==> src/design/fmf_pkg.sv <==
package fmf_pkg;

  localparam int unsigned NUM_FAULTS = 8;

  localparam int unsigned FAULT_ID_W = 4;
  localparam int unsigned THR_W      = 8;
  localparam int unsigned CNT_W      = 8;
  localparam int unsigned COUNT_W    = 4;
  localparam int unsigned MASK_W     = 8;
  localparam int unsigned SUM_W      = $clog2(NUM_FAULTS + 1);

  localparam int unsigned CFG_IDX_W  = 1;
  localparam int unsigned CFG_DATA_W = 8;

  localparam logic [CFG_IDX_W-1:0] CFG_MAT_THR  = CFG_IDX_W'(0);
  localparam logic [CFG_IDX_W-1:0] CFG_HEAL_THR = CFG_IDX_W'(1);

  localparam logic [THR_W-1:0] MAT_THR_RST  = THR_W'(5);
  localparam logic [THR_W-1:0] HEAL_THR_RST = THR_W'(10);

  typedef struct packed {
    logic                  action;
    logic [FAULT_ID_W-1:0] fault_id;
    logic                  cond_seen;
  } fmf_req_t;

  typedef struct packed {
    logic               state_changed;
    logic               fault_active;
    logic               id_valid;
    logic               any_active;
    logic [COUNT_W-1:0] active_count;
    logic [MASK_W-1:0]  active_mask;
  } fmf_res_t;

  typedef struct packed {
    logic [THR_W-1:0] mat_thr;
    logic [THR_W-1:0] heal_thr;
  } fmf_cfg_t;

endpackage

==> src/design/fault_maturation_filter_core.sv <==
// a taken request's result is registered in the output register, or in the skid entry while the output waits
// throughput: one request per cycle while in_stall_o is low; the bank update is combinational logic
// a two-entry output buffer keeps taking requests while one result waits
// reset (async, active low) clears all flags and counters and loads thresholds 5 and 10
module fault_maturation_filter_core (
  input  logic                              clk_i,
  input  logic                              rst_ni,
  input  logic                              in_valid_i,
  output logic                              in_stall_o,
  input  fmf_pkg::fmf_req_t                 in_req_i,
  output logic                              out_valid_o,
  input  logic                              out_stall_i,
  output fmf_pkg::fmf_res_t                 out_res_o,
  input  logic                              cfg_we_i,
  input  logic [fmf_pkg::CFG_IDX_W-1:0]     cfg_idx_i,
  input  logic [fmf_pkg::CFG_DATA_W-1:0]    cfg_data_i
);
  import fmf_pkg::*;

  fmf_cfg_t cfg_q;
  fmf_res_t res;
  logic     full;
  logic     push;

  assign in_stall_o = full;
  assign push       = in_valid_i && !full;

  always_ff @(posedge clk_i or negedge rst_ni) begin
    if (!rst_ni) begin
      cfg_q.mat_thr  <= MAT_THR_RST;
      cfg_q.heal_thr <= HEAL_THR_RST;
    end else if (cfg_we_i) begin
      unique case (cfg_idx_i)
        CFG_MAT_THR:  cfg_q.mat_thr  <= THR_W'(cfg_data_i);
        CFG_HEAL_THR: cfg_q.heal_thr <= THR_W'(cfg_data_i);
        default: ;
      endcase
    end
  end

  fmf_bank u_bank (
    .clk_i  (clk_i),
    .rst_ni (rst_ni),
    .push_i (push),
    .req_i  (in_req_i),
    .cfg_i  (cfg_q),
    .res_o  (res)
  );

  fmf_out_buf u_out_buf (
    .clk_i       (clk_i),
    .rst_ni      (rst_ni),
    .push_i      (push),
    .res_i       (res),
    .full_o      (full),
    .out_valid_o (out_valid_o),
    .out_stall_i (out_stall_i),
    .out_res_o   (out_res_o)
  );

endmodule

==> src/design/fmf_bank.sv <==
module fmf_bank (
  input  logic             clk_i,
  input  logic             rst_ni,
  input  logic             push_i,
  input  fmf_pkg::fmf_req_t req_i,
  input  fmf_pkg::fmf_cfg_t cfg_i,
  output fmf_pkg::fmf_res_t res_o
);
  import fmf_pkg::*;

  function automatic logic [CNT_W-1:0] cnt_bump(input logic [CNT_W-1:0] c);
    return (c == '1) ? c : c + 1'b1;
  endfunction

  logic                  id_valid;
  logic                  eval;
  logic [NUM_FAULTS-1:0] sel;
  logic [NUM_FAULTS-1:0] flags_q, flags_d;
  logic [CNT_W-1:0]      mat_q  [NUM_FAULTS];
  logic [CNT_W-1:0]      mat_d  [NUM_FAULTS];
  logic [CNT_W-1:0]      heal_q [NUM_FAULTS];
  logic [CNT_W-1:0]      heal_d [NUM_FAULTS];
  logic [SUM_W-1:0]      sum;
  logic [MASK_W-1:0]     mask;

  assign id_valid = {1'b0, req_i.fault_id} < (FAULT_ID_W + 1)'(NUM_FAULTS);
  assign eval     = !req_i.action && id_valid;

  for (genvar i = 0; i < NUM_FAULTS; i++) begin : g_entry
    logic [CNT_W-1:0] bumped_m;
    logic [CNT_W-1:0] bumped_h;

    assign sel[i]   = eval && (req_i.fault_id == FAULT_ID_W'(i));
    assign bumped_m = cnt_bump(mat_q[i]);
    assign bumped_h = cnt_bump(heal_q[i]);

    always_comb begin
      flags_d[i] = flags_q[i];
      mat_d[i]   = mat_q[i];
      heal_d[i]  = heal_q[i];
      if (req_i.action) begin
        flags_d[i] = 1'b0;
        mat_d[i]   = '0;
        heal_d[i]  = '0;
      end else if (sel[i]) begin
        if (req_i.cond_seen) begin
          heal_d[i] = '0;
          if (!flags_q[i]) begin
            if (bumped_m >= cfg_i.mat_thr) begin
              flags_d[i] = 1'b1;
              mat_d[i]   = '0;
            end else begin
              mat_d[i] = bumped_m;
            end
          end
        end else begin
          mat_d[i] = '0;
          if (flags_q[i]) begin
            if (bumped_h >= cfg_i.heal_thr) begin
              flags_d[i] = 1'b0;
              heal_d[i]  = '0;
            end else begin
              heal_d[i] = bumped_h;
            end
          end
        end
      end
    end

    always_ff @(posedge clk_i or negedge rst_ni) begin
      if (!rst_ni) begin
        flags_q[i] <= 1'b0;
        mat_q[i]   <= '0;
        heal_q[i]  <= '0;
      end else if (push_i) begin
        flags_q[i] <= flags_d[i];
        mat_q[i]   <= mat_d[i];
        heal_q[i]  <= heal_d[i];
      end
    end
  end

  for (genvar i = 0; i < MASK_W; i++) begin : g_mask
    if (i < NUM_FAULTS) begin : g_used
      assign mask[i] = flags_d[i];
    end else begin : g_unused
      assign mask[i] = 1'b0;
    end
  end

  always_comb begin
    sum                 = '0;
    res_o.state_changed = 1'b0;
    res_o.fault_active  = 1'b0;
    for (int i = 0; i < NUM_FAULTS; i++) begin
      sum                 = sum + SUM_W'(flags_d[i]);
      res_o.state_changed = res_o.state_changed | (sel[i] & (flags_d[i] ^ flags_q[i]));
      res_o.fault_active  = res_o.fault_active | (sel[i] & flags_d[i]);
    end
    res_o.id_valid     = id_valid;
    res_o.any_active   = (sum != '0);
    res_o.active_count = COUNT_W'(sum);
    res_o.active_mask  = mask;
  end

`ifndef ASSERT_OFF
  a_clear_empties: assert property (@(posedge clk_i) disable iff (!rst_ni)
    (push_i && req_i.action) |=> (flags_q == '0))
    else $error("bank not empty after clear request");

  a_change_needs_eval: assert property (@(posedge clk_i) disable iff (!rst_ni)
    res_o.state_changed |-> (res_o.id_valid && !req_i.action))
    else $error("state change reported without a valid evaluation");

  a_idle_heal_zero: assert property (@(posedge clk_i) disable iff (!rst_ni)
    !flags_q[0] |-> (heal_q[0] == '0))
    else $error("inactive fault holds a healing count");

  a_active_mat_zero: assert property (@(posedge clk_i) disable iff (!rst_ni)
    flags_q[0] |-> (mat_q[0] == '0))
    else $error("active fault holds a maturation count");
`endif

endmodule

==> src/design/fmf_out_buf.sv <==
module fmf_out_buf (
  input  logic             clk_i,
  input  logic             rst_ni,
  input  logic             push_i,
  input  fmf_pkg::fmf_res_t res_i,
  output logic             full_o,
  output logic             out_valid_o,
  input  logic             out_stall_i,
  output fmf_pkg::fmf_res_t out_res_o
);
  import fmf_pkg::*;

  logic     out_valid_q;
  logic     skid_valid_q;
  fmf_res_t out_q;
  fmf_res_t skid_q;
  logic     pop;

  assign pop = out_valid_q && !out_stall_i;

  always_ff @(posedge clk_i or negedge rst_ni) begin
    if (!rst_ni) begin
      out_valid_q  <= 1'b0;
      skid_valid_q <= 1'b0;
    end else if (skid_valid_q) begin
      if (pop) begin
        skid_valid_q <= 1'b0;
      end
    end else if (!out_valid_q || pop) begin
      out_valid_q <= push_i;
    end else if (push_i) begin
      skid_valid_q <= 1'b1;
    end
  end

  // payload follows the same priority as the valid bits
  always_ff @(posedge clk_i) begin
    if (skid_valid_q) begin
      if (pop) begin
        out_q <= skid_q;
      end
    end else if (!out_valid_q || pop) begin
      if (push_i) begin
        out_q <= res_i;
      end
    end else if (push_i) begin
      skid_q <= res_i;
    end
  end

  assign full_o      = skid_valid_q;
  assign out_valid_o = out_valid_q;
  assign out_res_o   = out_q;

`ifndef ASSERT_OFF
  a_skid_behind_out: assert property (@(posedge clk_i) disable iff (!rst_ni)
    skid_valid_q |-> out_valid_q)
    else $error("skid entry held with empty output register");

  a_skid_drains: assert property (@(posedge clk_i) disable iff (!rst_ni)
    (skid_valid_q && pop) |=> (out_valid_q && !skid_valid_q))
    else $error("skid entry lost on drain");

  a_no_push_when_full: assert property (@(posedge clk_i) disable iff (!rst_ni)
    full_o |-> !push_i)
    else $error("request pushed into full buffer");
`endif

endmodule

==> config.mk <==
export PLATFORM = sky130hd
export DESIGN_NAME = fault_maturation_filter_core
export DESIGN_NICKNAME = d
export VERILOG_FILES = /design/src/design/fmf_pkg.sv /design/src/design/fault_maturation_filter_core.sv /design/src/design/fmf_bank.sv /design/src/design/fmf_out_buf.sv
export SDC_FILE = /design/constraint.sdc
export NUM_CORES = 1
export LEC_CHECK = 0
export BUFFER_PORTS_ARGS = -buffer_cell sky130_fd_sc_hd__buf_2
export CAP_MARGIN = 20
export CORE_UTILIZATION = 59
export CTS_BUF_LIST = sky130_fd_sc_hd__clkbuf_4 sky130_fd_sc_hd__clkbuf_8
export DETAILED_ROUTE_END_ITERATION = 6
export HOLD_SLACK_MARGIN = 0.05
export PLACE_DENSITY = 0.79
export SYNTH_ARGS = -nofsm -noshare
export SYNTH_HDL_FRONTEND = slang
export SYNTH_HIERARCHICAL = 1
export SYNTH_SLANG_ARGS = --single-unit
==> constraint.sdc <==
create_clock -name clk_i -period 6 [get_ports clk_i]
set_input_delay 0.6 -clock clk_i [delete_from_list [all_inputs] [get_ports clk_i]]
set_output_delay 0.6 -clock clk_i [all_outputs]
set_load 0.02 [all_outputs]
== Word level (Yosys, flattened, before mapping) ==
Index checks and enable logic that the tools add are counted.

* Register bits: 186
* Latch bits: 0
* Memory bits (writable): 0
* ROM bits: 0
* Input bits: 20
* Memories kept: 0

* $add $sub $neg: 23
* $mul: 0
* Div/mod/pow operators: 0
* $lt $le $gt $ge: 17
* Eq/ne operators: 32
* Shifts and indexed selects: 0
* Multiplexer cells: 160
* Bitwise gates (word level): 41
* Reduce and logical (&&, ||, !) cells: 57

{| class="wikitable"
|+ Operators by type and width
! operator !! count
|-
| 2-to-1 mux 8 bit || 96
|-
| adder 8 x 1 -> 8 bit (second input constant) || 16
|-
| equality test 8 bit (second input constant) || 16
|-
| greater-or-equal comparator 8 bit || 16
|-
| 2-to-1 mux 16 bit || 4
|-
| 2-to-1 mux 1 bit || 60
|-
| AND reduction 3 bit || 18
|-
| adder 4 x 1 -> 4 bit || 6
|-
| inequality test 3 bit (second input constant) || 8
|-
| nonzero test 3 bit || 8
|-
| nonzero test 2 bit || 10
|-
| bitwise AND 1 bit || 16
|-
| equality test 4 x 3 -> 1 bit (second input constant) || 4
|-
| OR 1 bit || 14
|-
| logical AND 1 bit || 11
|-
| equality test 4 x 2 -> 1 bit (second input constant) || 2
|-
| bitwise XOR 1 bit || 8
|-
| AND reduction 2 bit || 3
|-
| equality test 4 x 1 -> 1 bit (second input constant) || 1
|-
| logical NOT 1 bit || 4
|-
| logical NOT 4 bit || 1
|-
| less-than comparator 4 bit (second input constant) || 1
|-
| nonzero test 4 bit || 1
|-
| NOT 1 bit || 3
|-
| 3 further kinds || 3
|}

== Logic depth before layout (Yosys ltp) ==
Gate-level depths: netlist of the first run.

* Depth after elaboration: 20
* Gate-level depth with buffers: 26
* Depth with buffers taken out: 26

== Cells and area by module ==
Netlist of the first run, hierarchy kept.

{| class="wikitable"
|+ By module, submodules not included
! module !! times used !! cells each !! area each (µm²)
|-
| fmf_bank || 1 || 1,270 || 11,290.8
|-
| fmf_out_buf || 1 || 62 || 1,332.5
|-
| fault_maturation_filter_core || 1 || 36 || 653.1
|}

== Least setup slack after synthesis of the first run ==
No wires, ideal clock.

* Path kind: register to register
* Start: reg u_bank/heal_q[56] (netlist name)
* End: reg u_out_buf.out_q, in the netlist u_out_buf/out_res_o[12] (data pin)
* Setup time: 0.260 ns
* Arrival time: 5.908 ns
* Required time: 5.740 ns
* Slack: -0.169 ns
* Cell stages (with the launch flop): 27
* Path buffers: 0
* Period minus slack after synthesis: 6.169 ns
* Path through: dfrtp_1 ha_1 nand2_1 nor2_1 and3_1 nor2_1 nand3_1 xnor2_1 ha_1 a2111o_1 a31oi_1 o21ai_1 and2_1 a21oi_1 nor2_1 a21oi_1 inv_1 fa_1 fa_1 fa_1 inv_1 ha_1 inv_1 fa_1 inv_1 or4_1 mux2_4

{| class="wikitable"
|+ RTL lines
! element !! RTL line !! source
|-
| from (decl) || fmf_bank.sv:21 || <nowiki>logic [CNT_W-1:0] heal_q [NUM_FAULTS];</nowiki>
|-
| from (signal, indexed assignment) || fmf_bank.sv:78 || <nowiki>heal_q[i] <= heal_d[i];</nowiki>
|-
| to (signal assigned) || fmf_out_buf.sv:40 || <nowiki>out_q <= skid_q;</nowiki>
|-
| to (signal assigned) || fmf_out_buf.sv:44 || <nowiki>out_q <= res_i;</nowiki>
|-
| to (decl) || fmf_out_buf.sv:15 || <nowiki>fmf_res_t out_q;</nowiki>
|}

==> results.ini, run 1 <==
[timing]
post-route-min-period_ns = 6.11
max_freq_mhz = 164
maxSlewViolCount = 0
setup_viol = 1
setup_tns_ns = -0.114
post-route-period-util_pct = 102
max-slew-margin-rel_pct = 30.2
rsz0062_at_grt = yes
finalClockSkew_ns = 0.0125
setup_slack_ns = -0.114
tightest_slew_ns = 1.04
hold_viol = 0

[routing]
drt_wl_total_mm = 31.9
wl_met1_mm = 13.9
via_per_inst = 6.29
routed.top_layer = met5
first_iter_violations = 856
routedWlPerCell_um = 18.1
met3_length_mm = 1.72
drc = 0
routed-wl-met2_mm = 15.4
vias = 11100
postRouteAntennaNets = 0
drtPass1Iterations = 7

[place]
gp_congestion = 0.922
dpl.cell_count = 1722
dp_hpwl_mm = 23.8
place_ws_ns = -0.239
portBuffers = 37

[outcome]
status = finished, violations left
violations = negative setup slack

[global_route]
grt_antenna_before_repair = 5
grtUsageTotal_pct = 28.5
grt_pass1_wl_mm = 53.4
globalRouteOverflowTotal = 0
grt_max_degree = 72
grt_pass1_vias = 10800

[pwr]
power_uw = 3590
p_per_area_nw_per_um2 = 243
peakVddDrop_mv = 0.137
p_leak_uw = 0.00682

[synthesis]
ys_seq_area_share_pct = 36.3
ys_async_sr_fraction_pct = 82.8
synth_edf_count = 32
synth_ff_type = dfrtp_1
ys_ff_latch = 186
synth_nets = 1539
netlist_area_um2 = 13300
synth.area.top_cells = dfrtp_1 28%, ha_1 14%, edfxtp_1 7.2%
synth_top_area_share_pct = 28.3
yosysWarnings = 6
netlist_instances = 1368
ys_types = 80
synth_top_cell_by_area = dfrtp_1
syn_area_per_cell_um2 = 9.71

[setup_path]
path_class = reg -> reg
crit_arrival_ns = 6.35
cp_data_required_time_ns = 6.24
cp-end-kind = flop
rrSetupSlack_ns = -0.11
cp-start-kind = flop
cp_max_fo = 2

[hold_path]
hp-class = in -> reg

[die]
ios = 38
die_h_um = 152
die_area_um2 = 23100
dieWidth_um = 152
core_um2 = 22000
initial_utilization_pct = 60.5
rows = 54

[cts]
numCtsBuffers = 17
cts_max_path_buffers = 2
clkSinkCount = 186
clk_latency_ns = 0.48
clk_pin_slew_ns = 0.11
cts_tree = done
htree_num_levels = 4
clockRootBuffer = clkbuf_8

[final_layout]
area_delta_synth_final_pct = 11.4
drive_gt1_share_pct = 17.2
nets = 1640
final_cell_count_no_fill = 1765
nFillCells = 1677

[run]
max_cap_viol_count = 0

==> power by group <==
part           internal (uW)  leakage (uW)  switching (uW)
Combinational            497       0.00423             673
Clock                    329      0.000200             516
Sequential              1450       0.00239             118
Total                   2280       0.00682            1310
==> flip-flops by register name (all words and copies together) (netlist names) <==
name,flops
u_out_buf/out_valid_o,1
u_bank/flags_q,8
u_bank/mat_q,64
u_bank/heal_q,64
u_out_buf/out_res_o,16
cfg_q,16
u_out_buf/full_o,1
u_out_buf/skid_q,16
==> critical path, stage by stage, from the launching register on <==
cell	delay [ns]
dfrtp_1	0.40
ha_2	0.19
nand2_2	0.08
nor2_2	0.04
and3_4	0.19
nor2_4	0.11
nand3_2	0.09
xnor2_2	0.15
ha_1	0.30
a2111o_1	0.38
a31oi_1	0.14
o21ai_1	0.13
and2_4	0.19
a21oi_2	0.12
nor2_1	0.06
a21oi_2	0.14
inv_1	0.07
fa_1	0.56
fa_1	0.45
fa_1	0.45
inv_1	0.07
ha_2	0.18
inv_2	0.04
fa_1	0.51
inv_2	0.05
or4_4	0.50
mux2_4	0.28
==> synth_stat cells, types with 4 or more instances <==
master and count:
a21oi_1 61, mux2_2 28, o211ai_1 4, o21a_1 29
dfrtp_1 150, and2_1 11, mux2i_1 4, nand3_1 99
fa_1 4, nand2b_1 17, clkbuf_1 16, nor3_2 7
a21o_1 9, a22oi_1 4, o22ai_1 4, o21ai_2 4
ha_1 147, a211oi_1 6, o21ai_0 52, o21ai_1 31
a2111oi_0 8, o31ai_1 11, mux2_4 24, a41oi_1 6
a32o_1 32, nand4_1 30, xnor2_1 48, buf_2 10
nor3_1 24, a211o_1 5, xor2_1 10, a31oi_1 16
and3_1 16, inv_1 58, nand2_1 85, or3_1 11
dfstp_2 4, a22o_1 62, nor2b_1 10, edfxtp_1 32
nor2_1 119, and4_1 5
==> what timing repair did <==
item | in CTS | in global routing
pin swaps | 14 | 4
endpoints found under the hold margin | 33 | 0
resized for setup | 21 | 7
setup buffers | 3 | 3
endpoints found under the setup margin | 2 | 4
hold buffers | 1 | 0
==> through the flow <==
stage	hold WS (ns)	area (um^2)	utilization (%)
2_1_floorplan	0.304	13300	-
3_3_place_gp	0.493	14200	64.7
3_5_place_dp	0.502	14200	64.7
4_1_cts	0.341	14700	66.9
5_1_grt	0.340	14800	67.3
6_report	0.364	14800	67.3
==> path summary, 6_finish.rpt <==
| path | cells after the start | from | endpoint |
|---|---|---|---|
| min in group asynchronous | 2 | rst_ni | u_bank/mat_q[4]$_DFFE_PN0P_ |
| max in group asynchronous | 3 | rst_ni | u_bank/heal_q[54]$_DFFE_PN0P_ |
| hold reg to reg | 1 | cfg_q[7]$_DFFE_PN0P_ | cfg_q[7]$_DFFE_PN0P_ |
| setup reg to reg | 26 | u_bank/heal_q[57]$_DFFE_PN0P_ | u_out_buf/out_res_o[12]$_DFFE_PP_ |
| setup / recovery | 26 | u_bank/heal_q[57]$_DFFE_PN0P_ | u_out_buf/out_res_o[12]$_DFFE_PP_ |
| hold / removal | 2 | cfg_data_i[3] | cfg_q[11]$_DFFE_PN0P_ |
==> cell families (layout without fill, tap and decap cells) <==
family	Yosys count	in the layout	share of synthesized area, %
flip-flops	186	186	36.3
XOR/XNOR	58	58	3.83
AND/OR/NAND/NOR	456	456	17.2
buffers and inverters	91	205	2.86
other	0	3	0
adder cells (fa/ha/maj)	151	151	14.5
multiplexers	56	56	5.39
AO/OA/AOI/OAI	370	370	19.9
==> layout make-up <==
cell class	instances	area, um^2	share of cell area [%]
multi-input combinational	1091	8210	55.6
sequential	186	4820	32.6
timing repair buffer	113	785	5.31
tap	280	350	2.37
clock buffer	19	262	1.77
inverter	60	225	1.52
clock inverter	13	121	0.821
antenna	3	7.51	0.0508
==> per-layer routing <==
layer  vias to the layer above  global-route usage (%)
met1                      5362                    36.4
met5                         -                       0
met2                       278                    48.5
met3                        64                    4.93
li1                       5398                       -
met4                         4                    10.5
==> placed cells by master (no fill, tap or decap), drive strengths merged, types with 48 or more instances in the layout <==
master  Yosys  layout
a21oi      63      63
a22o       62      62
buf        15     112
dfrtp     150     150
ha        147     147
inv        59      69
mux2       52      52
nand2      86      86
nand3      99      99
nor2      119     119
o21ai      87      87
xnor2      48      48
Note: power is estimated with default switching activity, not from simulation.
==> inputs of run 2 (changes only) <==
--- a/config.mk
+++ b/config.mk
@@ -7,11 +7,13 @@
 export LEC_CHECK = 0
 export BUFFER_PORTS_ARGS = -buffer_cell sky130_fd_sc_hd__buf_2
 export CAP_MARGIN = 20
+export CORE_ASPECT_RATIO = 0.5
 export CORE_UTILIZATION = 59
 export CTS_BUF_LIST = sky130_fd_sc_hd__clkbuf_4 sky130_fd_sc_hd__clkbuf_8
 export DETAILED_ROUTE_END_ITERATION = 6
 export HOLD_SLACK_MARGIN = 0.05
 export PLACE_DENSITY = 0.79
+export SETUP_SLACK_MARGIN = 0.5
 export SYNTH_ARGS = -nofsm -noshare
 export SYNTH_HDL_FRONTEND = slang
 export SYNTH_HIERARCHICAL = 1
==> results.ini, run 2 (synthesis gave the netlist of run 1 again) <==
[outcome]
status = finished, violations left
violations = negative setup slack

[cts]
clk_latency_ns = 0.52
clkSinkCount = 186
cts_max_path_buffers = 2
cts_tree = done
clockRootBuffer = clkbuf_8
htree_num_levels = 4
numCtsBuffers = 17
clk_pin_slew_ns = 0.11

[setup_path]
max_stage_delay_ns = 0.51
path_class = reg -> reg
r2r_cells = 25
cp-end-kind = flop
worst_path_most_repeated_cell = fa_1
cp_data_required_time_ns = 6.28
rrSetupSlack_ns = -0.12
r2r-end = u_out_buf/out_res_o[12]$_DFFE_PP_
crit_arrival_ns = 6.40
cp_slowest_cell = fa_1
cp_max_fo = 4
crit_path_start = u_bank/heal_q[56]$_DFFE_PN0P_
cp-start-kind = flop
setup.worst_path.end = u_out_buf/out_res_o[12]$_DFFE_PP_
rr_startpoint = u_bank/heal_q[56]$_DFFE_PN0P_

[place]
portBuffers = 37
dp_hpwl_mm = 24.8
placed_area_um2 = 14300
place_ws_ns = -0.173
gp_congestion = 0.957

[routing]
postRouteAntennaNets = 0
routed-wl-met2_mm = 16.3
wl_met1_mm = 14.7
drt_wl_total_mm = 34.2
met3_length_mm = 2.49
drtPass1Iterations = 6
via_per_inst = 6.48
first_iter_violations = 1178
routedWlPerCell_um = 19.1
drc = 0
vias = 11600
routed.top_layer = met4

[final_layout]
drive_gt1_share_pct = 18.7
area_delta_synth_final_pct = 12.5
antenna_cells = 0
top_regs = u_bank/heal_q: 64 flops, u_bank/mat_q: 64 flops
fin_area_um2 = 14900
mostFrequentLayoutCell = dfrtp_1
final_cell_mix = 150 x dfrtp_1, 141 x ha_1, 114 x nor2_1
nFillCells = 1619
nets = 1647

[timing]
post-route-min-period_ns = 6.12
max-slew-margin-rel_pct = 29.3
tightest_slew_ns = 1.06
max_freq_mhz = 164
setup_slack_ns = -0.115
post-route-period-util_pct = 102
hold_viol = 0
finalClockSkew_ns = 0.0208
rsz0062_at_grt = yes
setup_viol = 1
maxSlewViolCount = 0

[die]
initial_utilization_pct = 60.7
rows = 38
core_um2 = 21900
dieWidth_um = 214
ios = 38
die_area_um2 = 23100
die_h_um = 108

[global_route]
grtUsageTotal_pct = 30.0
grt_pass1_vias = 11100
grt_pass1_wl_mm = 55.4
grt_antenna_before_repair = 0
grt_max_degree = 100
globalRouteOverflowTotal = 0

[run]
max_cap_viol_count = 0

[pwr]
peakVddDrop_mv = 0.153
p_per_area_nw_per_um2 = 241
p_leak_uw = 0.00685

[hold_path]
hp-class = in -> async

==> run 2: changes by cell type in the layout (fill, tap and decap cells not counted), moves of 3 or more <==
cell / before / now
nand3_1: 98 / 95
ha_4: 0 / 4
buf_4: 74 / 83
diode_2: 3 / 0
nand2_1: 84 / 81
==> run 2: power breakdown <==
| part | leakage [uW] | internal [uW] | switching (uW) | total (uW) |
|---|---|---|---|---|
| Clock | 0.000185 | 302 | 525 | 827 |
| Combinational | 0.00428 | 506 | 670 | 1180 |
| Sequential | 0.00239 | 1450 | 149 | 1600 |
==> run 2: stage by stage <==
stage / power [uW] / instances / hold WS, ns / utilization, % / setup TNS, ns
2_1_floorplan: 2380 / 1368 / 0.304 / - / 0
3_3_place_gp: 2680 / 1736 / 0.494 / 65.2 / 0
3_5_place_dp: 2750 / 1736 / 0.500 / 65.2 / -0.173
4_1_cts: 3580 / 1779 / 0.204 / 67.3 / -0.0191
5_1_grt: 3820 / 1789 / 0.241 / 68.3 / -0.353
6_report: 3600 / 1789 / 0.180 / 68.3 / -0.115
==> run 2: critical path: cells and delay by family (launching register included) <==
family | cells | cell delay (ns)
AO/OA/AOI/OAI | 6 | 1.20
multiplexers | 1 | 0.28
adder cells (fa/ha/maj) | 6 | 2.24
AND/OR/NAND/NOR | 5 | 1.15
buffers and inverters | 7 | 0.58
flip-flops | 1 | 0.42
==> run 2: layer usage <==
metal  global-route usage [%]  vias up
met2                     50.6      501
met3                     5.46       88
met5                        0        -
met1                     39.5     5613
li1                         -     5394
met4                     9.39        0
==> run 2: cell type report <==
| class | instances | area (um^2) | share of cell area, % |
|---|---|---|---|
| clock buffers | 17 | 234 | 1.57 |
| clock inverters | 15 | 130 | 0.871 |
| inverters | 60 | 225 | 1.51 |
| multi-input cells | 1091 | 8340 | 55.8 |
| flip-flops and latches | 186 | 4820 | 32.3 |
| well taps | 300 | 375 | 2.51 |
| repair buffers | 120 | 815 | 5.45 |
==> run 2: worst min-delay path by stage <==
stage,start,end,slack (ns)
floorplan,rst_ni,cfg_q[0]$_DFFE_PN0P_,0.30
CTS,rst_ni,u_bank/mat_q[54]$_DFFE_PN0P_,0.20
global route,rst_ni,u_bank/mat_q[28]$_DFFE_PN0P_,0.24
global placement,cfg_q[6]$_DFFE_PN0P_,cfg_q[6]$_DFFE_PN0P_,0.49
finish,rst_ni,u_bank/mat_q[28]$_DFFE_PN0P_,0.18
detailed placement,cfg_q[15]$_DFFE_PN0P_,cfg_q[15]$_DFFE_PN0P_,0.50
==> run 2: timing repair <==
item | in CTS | in global routing
hold buffers | 0 | 0
pin swaps | 7 | 7
setup endpoints to repair | 4 | 7
resized for setup | 6 | 28
setup buffers | 11 | 9
==> inputs of run 3 (changes only) <==
--- a/config.mk
+++ b/config.mk
@@ -8,11 +8,11 @@
 export BUFFER_PORTS_ARGS = -buffer_cell sky130_fd_sc_hd__buf_2
 export CAP_MARGIN = 20
 export CORE_ASPECT_RATIO = 0.5
-export CORE_UTILIZATION = 59
+export CORE_UTILIZATION = 71
 export CTS_BUF_LIST = sky130_fd_sc_hd__clkbuf_4 sky130_fd_sc_hd__clkbuf_8
 export DETAILED_ROUTE_END_ITERATION = 6
 export HOLD_SLACK_MARGIN = 0.05
-export PLACE_DENSITY = 0.79
+export PLACE_DENSITY = 0.89
 export SETUP_SLACK_MARGIN = 0.5
 export SYNTH_ARGS = -nofsm -noshare
 export SYNTH_HDL_FRONTEND = slang
==> constraint.sdc (replaced) <==
create_clock -name clk_i -period 7.3 [get_ports clk_i]
set_input_delay 0.73 -clock clk_i [delete_from_list [all_inputs] [get_ports clk_i]]
set_output_delay 0.73 -clock clk_i [all_outputs]
set_load 0.02 [all_outputs]
==> results.ini, run 3 (synthesis gave the netlist of run 1 again) <==
[final_layout]
fin_util_pct = 79.5
drive_gt1_share_pct = 12.4
nFillCells = 1128
area_delta_synth_final_pct = 6.78
nets = 1576
top_regs = u_bank/heal_q: 64 flops, u_bank/mat_q: 64 flops
antenna_cells = 0
mostFrequentLayoutCell = dfrtp_1
multi_input_area_um2 = 8140
final_cell_mix = 150 x dfrtp_1, 146 x ha_1, 115 x nor2_1
seqCellArea_um2 = 4820

[die]
core_um2 = 17800
rows = 34
dieWidth_um = 195
initial_utilization_pct = 74.5
ios = 38
die_area_um2 = 19300
die_h_um = 98.7

[setup_path]
r2r-end = u_out_buf/out_res_o[12]$_DFFE_PP_
cp_data_required_time_ns = 7.56
cp-start-kind = flop
cp_max_fo = 4
r2r_cells = 26
rrSetupSlack_ns = 0.71
cp-end-kind = flop
path_class = reg -> reg
rr_startpoint = u_bank/heal_q[56]$_DFFE_PN0P_
crit_arrival_ns = 6.85

[routing]
via_per_inst = 6.90
postRouteAntennaNets = 0
vias = 11400
drtPass1Iterations = 6
drt_wl_total_mm = 33.3
routedWlPerCell_um = 20.2
first_iter_violations = 1189
drc = 0

[timing]
max-slew-margin-rel_pct = 26.6
max_freq_mhz = 152
hold_viol = 0
setup_viol = 0
maxSlewViolCount = 0
post-route-min-period_ns = 6.59
tightest_slew_ns = 1.10
post-route-period-util_pct = 90.3
finalClockSkew_ns = 0.0154
setup_tns_ns = 0
rsz0062_at_grt = no

[place]
portBuffers = 37
gp_congestion = 0.919
dp_hpwl_mm = 23.5

[outcome]
status = finished, final reports clean

[cts]
cts_max_path_buffers = 2
clk_latency_ns = 0.50
clk_pin_slew_ns = 0.10
clkSinkCount = 186
clockRootBuffer = clkbuf_8
hold_buffers = 0
htree_num_levels = 4
numCtsBuffers = 17
cts_tree = done

[global_route]
grt_pass1_vias = 11100
globalRouteOverflowTotal = 0
grt_max_degree = 90
grt_pass1_wl_mm = 54.7
grtUsageTotal_pct = 35.6
grt_antenna_before_repair = 0

[pwr]
power_uw = 2970
p_per_area_nw_per_um2 = 210
swShare_pct = 35.5
clockPowerShare_pct = 25.2
p_switching_uw = 1050
peakVddDrop_mv = 0.127
combPwrFrac_pct = 30.3
p_leak_uw = 0.00649
intPower_uw = 1920
p_seq_share_pct = 44.6

[hold_path]
hp-class = in -> async

[run]
max_cap_viol_count = 0

[run 3: changes by cell type in the layout (fill, tap and decap cells not counted), moves of 3 or more]
cell,delta
inv_1,+3
a21oi_2,-3
buf_4,-71
bufinv_16,+3
nand3_1,+3
ha_4,-4
nand2_1,+4
ha_1,+5
a21oi_1,+3
inv_2,-3
inv_8,-4
nand2_2,-3
[run 3: critical path, stage by stage, from the launching register on]
cell and delay, ns:
dfrtp_1 0.44, ha_2 0.23, nand2_1 0.12, nor2_2 0.07
and3_2 0.26, nor2_4 0.14, nand3_2 0.12, xnor2_2 0.17
ha_1 0.32, a2111o_1 0.42, a31oi_1 0.15, o21ai_1 0.10
and2_1 0.19, a21oi_1 0.15, nor2_1 0.06, a21oi_2 0.19
inv_1 0.09, fa_1 0.56, fa_1 0.43, fa_1 0.43
inv_1 0.08, ha_1 0.19, inv_1 0.07, fa_1 0.49
inv_1 0.07, or4_1 0.53, mux2_4 0.28
[run 3: power by group through the flow]
stage / combinational (uW) / sequential [uW] / clock [uW]
2_1_floorplan: 607 / 1350 / 0
3_3_place_gp: 817 / 1330 / 0
3_5_place_dp: 878 / 1340 / 0
4_1_cts: 884 / 1320 / 757
5_1_grt: 997 / 1340 / 792
6_report: 899 / 1330 / 748
[run 3: per-stage QoR]
| stage | cells | setup slack, ns | cell area [um^2] | hold slack (ns) |
|---|---|---|---|---|
| 2_1_floorplan | 1368 | 1.13 | 13300 | 0.434 |
| 3_3_place_gp | 1616 | 0.875 | 13700 | 0.494 |
| 3_5_place_dp | 1616 | 0.660 | 13700 | 0.500 |
| 4_1_cts | 1648 | 0.582 | 14100 | 0.326 |
| 5_1_grt | 1652 | 0.457 | 14200 | 0.356 |
| 6_report | 1652 | 0.710 | 14200 | 0.280 |
[run 3: timing repair]
action	CTS	global route
setup endpoints to repair	0	2
buffers inserted	0	2
resized for setup	0	17
[run 3: area by class of cell]
| type | instances | area share, % |
|---|---|---|
| well taps | 234 | 2.07 |
| clock inverters | 13 | 1.19 |
| inverters | 60 | 1.59 |
| multi-input cells | 1091 | 57.4 |
| flip-flops and latches | 186 | 34.0 |
| clock buffers | 19 | 1.76 |
| repair buffers | 49 | 1.99 |
[run 3: worst max path at each step]
stage | startpoint | endpoint | slack, ns | depth (start not counted)
after floorplan | u_bank/heal_q[56]$_DFFE_PN0P_ | u_out_buf/out_res_o[12]$_DFFE_PP_ | 1.13 | 26
after global placement | u_bank/heal_q[56]$_DFFE_PN0P_ | u_out_buf/out_res_o[12]$_DFFE_PP_ | 0.88 | 26
after detailed placement | u_bank/heal_q[56]$_DFFE_PN0P_ | u_out_buf/out_res_o[12]$_DFFE_PP_ | 0.66 | 26
after CTS | u_bank/heal_q[56]$_DFFE_PN0P_ | u_out_buf/out_res_o[12]$_DFFE_PP_ | 0.58 | 26
after global routing | u_bank/heal_q[56]$_DFFE_PN0P_ | u_out_buf/out_res_o[12]$_DFFE_PP_ | 0.46 | 26
final | u_bank/heal_q[56]$_DFFE_PN0P_ | u_out_buf/out_res_o[12]$_DFFE_PP_ | 0.71 | 26
[run 3: routing by layer]
layer  vias to the layer above  share of wire, %  GRT usage [%]
li1                       5252                 -              -
met1                      5506                42           46.6
met2                       543                48           59.0
met3                        92               7.9           6.13
met4                         0               2.5           15.2
met5                         -                 0              0
